$ cat src/hdl/fnv_pkg.sv
// ----------------------------------------------------------------------------
// fnv_pkg
// Shared constants, codes and the FNV-1a byte step for the hash block.
// ----------------------------------------------------------------------------
`default_nettype none

package fnv_pkg;

  localparam logic [63:0] FNV_BASIS = 64'hcbf29ce484222325;
  localparam logic [63:0] FNV_PRIME = 64'h00000100000001b3;

  // Input opcodes; code 7 has no meaning and changes nothing
  typedef enum logic [2:0] {
    OP_ADD_BYTE  = 3'd0,
    OP_ADD_WORD  = 3'd1,
    OP_UNO_BYTE  = 3'd2,
    OP_UNO_WORD  = 3'd3,
    OP_INCORP    = 3'd4,
    OP_RST_ORD   = 3'd5,
    OP_RST_UNO   = 3'd6
  } op_t;

  // Commands from the controller to the datapath, one per cycle
  typedef enum logic [3:0] {
    CMD_NONE,
    CMD_SETUP_ORD,   // acc = running hash, bytes = operand
    CMD_SETUP_INC,   // acc = running hash, bytes = xor then sum
    CMD_SETUP_FRESH, // acc = basis, bytes = operand
    CMD_SETUP_UNH,   // acc = basis, bytes = xor then sum
    CMD_STEP,        // one FNV-1a byte step
    CMD_WB_ORD,      // running hash = acc
    CMD_WB_INC,      // running hash = acc, clear unordered pair
    CMD_FOLD,        // fold acc into xor and sum
    CMD_WB_UNH,      // unordered hash = acc
    CMD_RST_ORD,     // running hash = basis
    CMD_CLR_UNO,     // clear unordered pair
    CMD_OUT          // load result registers
  } cmd_t;

  // One FNV-1a step; the prime is 2^40 + 0x1b3, so shifts and adds suffice
  function automatic logic [63:0] fnv_step(input logic [63:0] h, input logic [7:0] b);
    logic [63:0] x;
    x = h ^ {56'd0, b};
    return (x << 40) + (x << 8) + (x << 7) + (x << 5) + (x << 4) + (x << 1) + x;
  endfunction

  // Eight steps over a word, low byte first; used for constants only
  function automatic logic [63:0] fnv_word(input logic [63:0] h, input logic [63:0] w);
    logic [63:0] acc;
    acc = h;
    for (int i = 0; i < 8; i++) begin
      acc = fnv_step(acc, w[8*i +: 8]);
    end
    return acc;
  endfunction

  // Unordered hash of a cleared pair (xor = basis, sum = zero)
  localparam logic [63:0] UNH_CLEAR = fnv_word(fnv_word(FNV_BASIS, FNV_BASIS), 64'd0);

endpackage

`default_nettype wire

$ cat src/hdl/fnv_dp.sv
// ----------------------------------------------------------------------------
// fnv_dp
// Hash datapath: state registers, byte step unit and result registers.
// ----------------------------------------------------------------------------
`default_nettype none

module fnv_dp
  import fnv_pkg::*;
(
  input  wire logic        clk,
  input  wire logic        rst,
  input  wire cmd_t        cmd,
  input  wire logic [63:0] data_word,
  output logic [63:0]      ordered_hash,
  output logic [63:0]      unordered_hash
);

  logic [63:0]  running_hash;
  logic [63:0]  unordered_xor;
  logic [63:0]  unordered_sum;
  logic [63:0]  unh;
  logic [63:0]  acc;
  logic [127:0] bytes;

  // Architectural state
  always_ff @(posedge clk) begin
    if (rst) begin
      running_hash  <= FNV_BASIS;
      unordered_xor <= FNV_BASIS;
      unordered_sum <= 64'd0;
      unh           <= UNH_CLEAR;
    end else begin
      unique case (cmd)
        CMD_WB_ORD:  running_hash <= acc;
        CMD_WB_INC: begin
          running_hash  <= acc;
          unordered_xor <= FNV_BASIS;
          unordered_sum <= 64'd0;
          unh           <= UNH_CLEAR;
        end
        CMD_FOLD: begin
          unordered_xor <= unordered_xor ^ acc;
          unordered_sum <= unordered_sum + acc;
        end
        CMD_WB_UNH:  unh <= acc;
        CMD_RST_ORD: running_hash <= FNV_BASIS;
        CMD_CLR_UNO: begin
          unordered_xor <= FNV_BASIS;
          unordered_sum <= 64'd0;
          unh           <= UNH_CLEAR;
        end
        default: ;
      endcase
    end
  end

  // Step unit: accumulator and byte shift line, low byte first
  always_ff @(posedge clk) begin
    unique case (cmd)
      CMD_SETUP_ORD: begin
        acc   <= running_hash;
        bytes <= {64'd0, data_word};
      end
      CMD_SETUP_INC: begin
        acc   <= running_hash;
        bytes <= {unordered_sum, unordered_xor};
      end
      CMD_SETUP_FRESH: begin
        acc   <= FNV_BASIS;
        bytes <= {64'd0, data_word};
      end
      CMD_SETUP_UNH: begin
        acc   <= FNV_BASIS;
        bytes <= {unordered_sum, unordered_xor};
      end
      CMD_STEP: begin
        acc   <= fnv_step(acc, bytes[7:0]);
        bytes <= {8'd0, bytes[127:8]};
      end
      default: ;
    endcase
  end

  // Result registers
  always_ff @(posedge clk) begin
    if (cmd == CMD_OUT) begin
      ordered_hash   <= running_hash;
      unordered_hash <= unh;
    end
  end

endmodule

`default_nettype wire

$ cat src/hdl/fnv_ctrl.sv
// ----------------------------------------------------------------------------
// fnv_ctrl
// Sequencer: decodes each transaction and issues datapath commands.
// ----------------------------------------------------------------------------
`default_nettype none

module fnv_ctrl
  import fnv_pkg::*;
(
  input  wire logic        clk,
  input  wire logic        rst,
  input  wire logic        in_valid,
  output logic             in_stall,
  input  wire logic [2:0]  opcode,
  output logic             out_valid,
  input  wire logic        out_stall,
  output cmd_t             cmd
);

  typedef enum logic [6:0] {
    S_IDLE  = 7'b0000001,
    S_STEP  = 7'b0000010,
    S_WB    = 7'b0000100,
    S_USET  = 7'b0001000,
    S_USTEP = 7'b0010000,
    S_UWB   = 7'b0100000,
    S_DONE  = 7'b1000000
  } state_t;

  state_t      state, state_next;
  logic [3:0]  cnt, cnt_next;
  op_t         op_q;
  logic        accept;
  logic        out_free;

  assign in_stall = rst || (state != S_IDLE);
  assign accept   = in_valid && !in_stall;
  assign out_free = !out_valid || !out_stall;

  // Next state, step count and command
  always_comb begin
    state_next = state;
    cnt_next   = cnt;
    cmd        = CMD_NONE;
    unique case (state)
      S_IDLE: begin
        if (in_valid) begin
          unique case (opcode)
            OP_ADD_BYTE: begin
              cmd = CMD_SETUP_ORD;   cnt_next = 4'd0;  state_next = S_STEP;
            end
            OP_ADD_WORD: begin
              cmd = CMD_SETUP_ORD;   cnt_next = 4'd7;  state_next = S_STEP;
            end
            OP_UNO_BYTE: begin
              cmd = CMD_SETUP_FRESH; cnt_next = 4'd0;  state_next = S_STEP;
            end
            OP_UNO_WORD: begin
              cmd = CMD_SETUP_FRESH; cnt_next = 4'd7;  state_next = S_STEP;
            end
            OP_INCORP: begin
              cmd = CMD_SETUP_INC;   cnt_next = 4'd15; state_next = S_STEP;
            end
            OP_RST_ORD: begin
              cmd = CMD_RST_ORD;     state_next = S_DONE;
            end
            OP_RST_UNO: begin
              cmd = CMD_CLR_UNO;     state_next = S_DONE;
            end
            default: state_next = S_DONE;
          endcase
        end
      end
      S_STEP: begin
        cmd      = CMD_STEP;
        cnt_next = cnt - 4'd1;
        if (cnt == 4'd0) state_next = S_WB;
      end
      S_WB: begin
        unique case (op_q)
          OP_INCORP: begin
            cmd = CMD_WB_INC; state_next = S_DONE;
          end
          OP_UNO_BYTE, OP_UNO_WORD: begin
            cmd = CMD_FOLD;   state_next = S_USET;
          end
          default: begin
            cmd = CMD_WB_ORD; state_next = S_DONE;
          end
        endcase
      end
      S_USET: begin
        cmd        = CMD_SETUP_UNH;
        cnt_next   = 4'd15;
        state_next = S_USTEP;
      end
      S_USTEP: begin
        cmd      = CMD_STEP;
        cnt_next = cnt - 4'd1;
        if (cnt == 4'd0) state_next = S_UWB;
      end
      S_UWB: begin
        cmd        = CMD_WB_UNH;
        state_next = S_DONE;
      end
      S_DONE: begin
        // wait for the result register to be free
        if (out_free) begin
          cmd        = CMD_OUT;
          state_next = S_IDLE;
        end
      end
      default: state_next = S_IDLE;
    endcase
  end

  always_ff @(posedge clk) begin
    if (rst) begin
      state     <= S_IDLE;
      cnt       <= 4'd0;
      out_valid <= 1'b0;
    end else begin
      state <= state_next;
      cnt   <= cnt_next;
      if (cmd == CMD_OUT) begin
        out_valid <= 1'b1;
      end else if (!out_stall) begin
        out_valid <= 1'b0;
      end
    end
  end

  // Opcode of the transaction in progress
  always_ff @(posedge clk) begin
    if (accept) begin
      op_q <= op_t'(opcode);
    end
  end

endmodule

`default_nettype wire

$ cat src/hdl/fnv1a_ordered_unordered_hash.sv
// ----------------------------------------------------------------------------
// fnv1a_ordered_unordered_hash
// 64-bit FNV-1a running hash with an order-independent XOR/sum accumulator.
// ----------------------------------------------------------------------------
// One transaction is handled at a time, by the single byte-step unit that
// does one FNV-1a step per cycle. Add byte and add word step the running
// hash over the operand; incorporate runs sixteen steps over xor then sum;
// unordered byte and unordered word hash the operand fresh, then run a
// sixteen-step refresh of the unordered result. Reset ops and the unused
// opcode 7 run no steps. The result sits in an output register, so the
// next transaction is accepted while it waits; a further result then
// waits until that register is taken.
`default_nettype none

module fnv1a_ordered_unordered_hash
  import fnv_pkg::*;
(
  input  wire logic        clk,
  input  wire logic        rst,
  input  wire logic        in_valid,
  output logic             in_stall,
  input  wire logic [2:0]  opcode,
  input  wire logic [63:0] data_word,
  output logic             out_valid,
  input  wire logic        out_stall,
  output logic [63:0]      ordered_hash,
  output logic [63:0]      unordered_hash
);

  cmd_t cmd;

  fnv_ctrl u_ctrl (
    .clk       (clk),
    .rst       (rst),
    .in_valid  (in_valid),
    .in_stall  (in_stall),
    .opcode    (opcode),
    .out_valid (out_valid),
    .out_stall (out_stall),
    .cmd       (cmd)
  );

  fnv_dp u_dp (
    .clk            (clk),
    .rst            (rst),
    .cmd            (cmd),
    .data_word      (data_word),
    .ordered_hash   (ordered_hash),
    .unordered_hash (unordered_hash)
  );

endmodule

`default_nettype wire

$ cat config.mk
export PLATFORM = sky130hd
export DESIGN_NAME = fnv1a_ordered_unordered_hash
export DESIGN_NICKNAME = d
export VERILOG_FILES = /design/src/hdl/fnv_pkg.sv /design/src/hdl/fnv_dp.sv /design/src/hdl/fnv_ctrl.sv /design/src/hdl/fnv1a_ordered_unordered_hash.sv
export SDC_FILE = /design/constraint.sdc
export NUM_CORES = 2
export LEC_CHECK = 0
export ABC_AREA = 1
export BUFFER_PORTS_ARGS = -buffer_cell sky130_fd_sc_hd__buf_4
export CORE_MARGIN = 4
export CORE_UTILIZATION = 45
export DETAILED_ROUTE_END_ITERATION = 10
export PLACE_DENSITY_LB_ADDON = 0.12
export SYNTH_ARGS = -nofsm -noshare
export SYNTH_HDL_FRONTEND = slang
export SYNTH_SLANG_ARGS = --single-unit
$ cat constraint.sdc
create_clock -name clk -period 11.8 [get_ports clk]
set_clock_uncertainty 0.2 [all_clocks]
set_input_delay 0.59 -clock clk [delete_from_list [all_inputs] [get_ports clk]]
set_output_delay 0.59 -clock clk [all_outputs]
set_load 0.05 [all_outputs]
==> results_dict.tcl <==
set metrics [dict create \
    status "finished, final reports clean" \
    portBuffers 200 \
    relSlewSlack 0.264 \
    yosysMostFrequentCell "nand2_1" \
    post-synth-top-area-fraction 0.240 \
    cap_violations 0 \
    crit_slowest_cell "xor2_1" \
    cts_resized 0 \
    cts-htree-levels 3 \
    rsz0062_at_grt "false" \
    core_area_um2 88600 \
    postPlaceCellArea_um2 43100 \
    hpwlAfterDp_um 122000 \
    synth_edf_count 323 \
    async_reset_ff_frac 0 \
    path_clk_slew_ps 60 \
    die_y_um 307 \
    final.fill_count 8903 \
    yosys_most_used_dff "edfxtp_1" \
    antenna_found_initial 11 \
    ant_nets 0 \
    vias_per_cell 5.39 \
    fmax_mhz 146 \
    wire_per_inst_um 23.9 \
    min_path_type "in2reg" \
    ys_types 42 \
    clock-sinks 591 \
    crit_required_ps 11960 \
    synth.area.top_cells "edfxtp_1 (24%), nand2_1 (15%), dfxtp_1 (13%)" \
    drive_above_1_share 0.0847 \
    multi_input_comb_area_um2 21200 \
    cp_num_buf_inv 5 \
    pre_cts_ws_ps 5130 \
    firstDrtPassIters 6 \
    wl_met1_um 70200 \
    fin_crit_ps 6850 \
    crit_arrival_ps 7010 \
    fin_crit_sh 0.581 \
    endpoint_kind "register" \
    cts_buffer_depth 3 \
    nets 5893 \
    die-area_um2 94600 \
    synth_area_per_cell_um2 7.72 \
    hold_violations 0 \
    wl_um 158000 \
    crit_family "adder cells" \
    vias 35800 \
    crit_fanout 7 \
    grt_pass1_vias 34100 \
    cts_setup_buffers 0 \
    tightest_slew_ps 1100 \
    synth_area_um2 40400 \
    initial_core_util 0.455 \
    fp.dieW_um 307 \
    grt_start_max_net_pins 104 \
    num_io_pins 201 \
    synthCells 5230 \
    grtUsageTotal 0.334 \
    synth_common_cells "nand2_1 (1578), inv_1 (893), nand3_1 (372)" \
    syn_nets 5713 \
    drtIter0Drc 3753 \
    max_stage_delay_ps 790 \
    ys_seq_elements 591 \
    layout_setup_ws_ps 4950 \
    wl_met2_um 66800 \
    seqCellArea_um2 15100 \
    finalSetupViolCount 0 \
    crit_top_cell "nand2_1" \
    final_cell_area_um2 45300 \
    slew_violations 0 \
    yosysTopAreaCell "edfxtp_1" \
    wl_met3_um 14600 \
    cts_tree "yes" \
    drc 0 \
    tns_ps 0 \
    syn_to_final_growth_pct 12.2 \
    gp_congestion 1.04 \
    insertion_delay_ps 630 \
    numCtsBuffers 68 \
    start_kind "register" \
    overflow 0 \
    clockRootBuffer "clkbuf_16" \
    top_layer_used "met5" \
    grt_pass1_wl_um 232000 \
    cp_cell_sequence "xor2_1 > ha_1 > inv_1 > xor2_1 > fa_1 > inv_1 > ha_1 > ha_1 > ha_1 > inv_1 > fa_1 > inv_1 > nand2_1 > o21ai_0 > nand2_1 > nand2_1 > inv_1 > o21ai_0 > nand3_1 > nand2_1 > nand2_1 > nand3_1 > nand2_1" \
    seq_area_frac_synth 0.373 \
    rows 109 \
    cts_hold_buf 4 \
    path_class "reg2reg" \
    yosys_warnings 0 \
]
[per-stage QoR]
| step | util | hold slack (ps) | instances |
|---|---|---|---|
| 5_1_grt | 0.511 | 92.6 | 6630 |
| 3_5_place_dp | 0.486 | 215 | 6501 |
| 6_report | 0.511 | 87.4 | 6639 |
| 3_3_place_gp | 0.486 | 215 | 6501 |
| 2_1_floorplan | - | 203 | 5230 |
| 4_1_cts | 0.511 | 62.2 | 6630 |
[cells by family after synthesis]
family | synth area share
xor+xnor | 0.0106
fa+ha+maj | 0.173
buf+inv | 0.102
compound gates | 0.0706
simple gates | 0.271
flops | 0.373
[per-layer routing]
layer / track usage / vias to the layer above
li1: - / 16900
met5: 0 / -
met4: 0.120 / 2
met1: 0.481 / 17000
met3: 0.0641 / 250
met2: 0.503 / 1633
[sequential cells by signal, indices dropped and copies added (netlist names)]
register             cells
u_dp.acc                64
u_ctrl.cnt               4
u_dp.unordered_xor      64
u_dp.unh                64
u_ctrl.out_valid         1
u_dp.ordered_hash       64
u_dp.bytes             128
u_dp.unordered_sum      64
u_ctrl.state             7
u_dp.running_hash       64
u_ctrl.op_q              3
u_dp.unordered_hash     64
[final cells by class]
cell class                 count  area share
clock buffer                  98      0.0419
timing repair buffer         259      0.0431
tap                         1165      0.0322
inverter                     907      0.0754
sequential                   591       0.333
multi-input combinational   3583       0.469
antenna                        9    0.000497
clock inverter                27     0.00561
[path summary, 6_finish.rpt]
kind	endpoint	slack (ps)	start	depth (start not counted)
setup / recovery	u_dp.acc[35]	4950	u_dp.acc[0]	23
hold / removal	u_dp.bytes[9]	90	data_word[9]	3
setup reg to reg	u_dp.acc[35]	4950	u_dp.acc[0]	23
hold reg to reg	u_dp.unordered_hash[52]	230	u_dp.unh[52]	0
[layout by cell type (no fill, tap or decap), drive strengths merged, types with 20 or more instances in the layout]
| cell type | count |
|---|---|
| or2 | 66 |
| dfxtp | 268 |
| o211ai | 26 |
| clkbuf | 98 |
| ha | 171 |
| xor2 | 34 |
| nor3 | 46 |
| nand4 | 98 |
| fa | 241 |
| o21ai | 138 |
| a21oi | 351 |
| buf | 255 |
| nand2 | 1589 |
| nor2 | 348 |
| inv | 911 |
| nand3 | 376 |
| nand3b | 20 |
| edfxtp | 323 |
[worst min-delay path: cells and delay by family]
kind	cells	cell delay, ps
buf+inv	1	80
simple gates	2	140
Power is not shown: default switching activity piles up to over one toggle a cycle in this logic, so the estimate is an artifact.
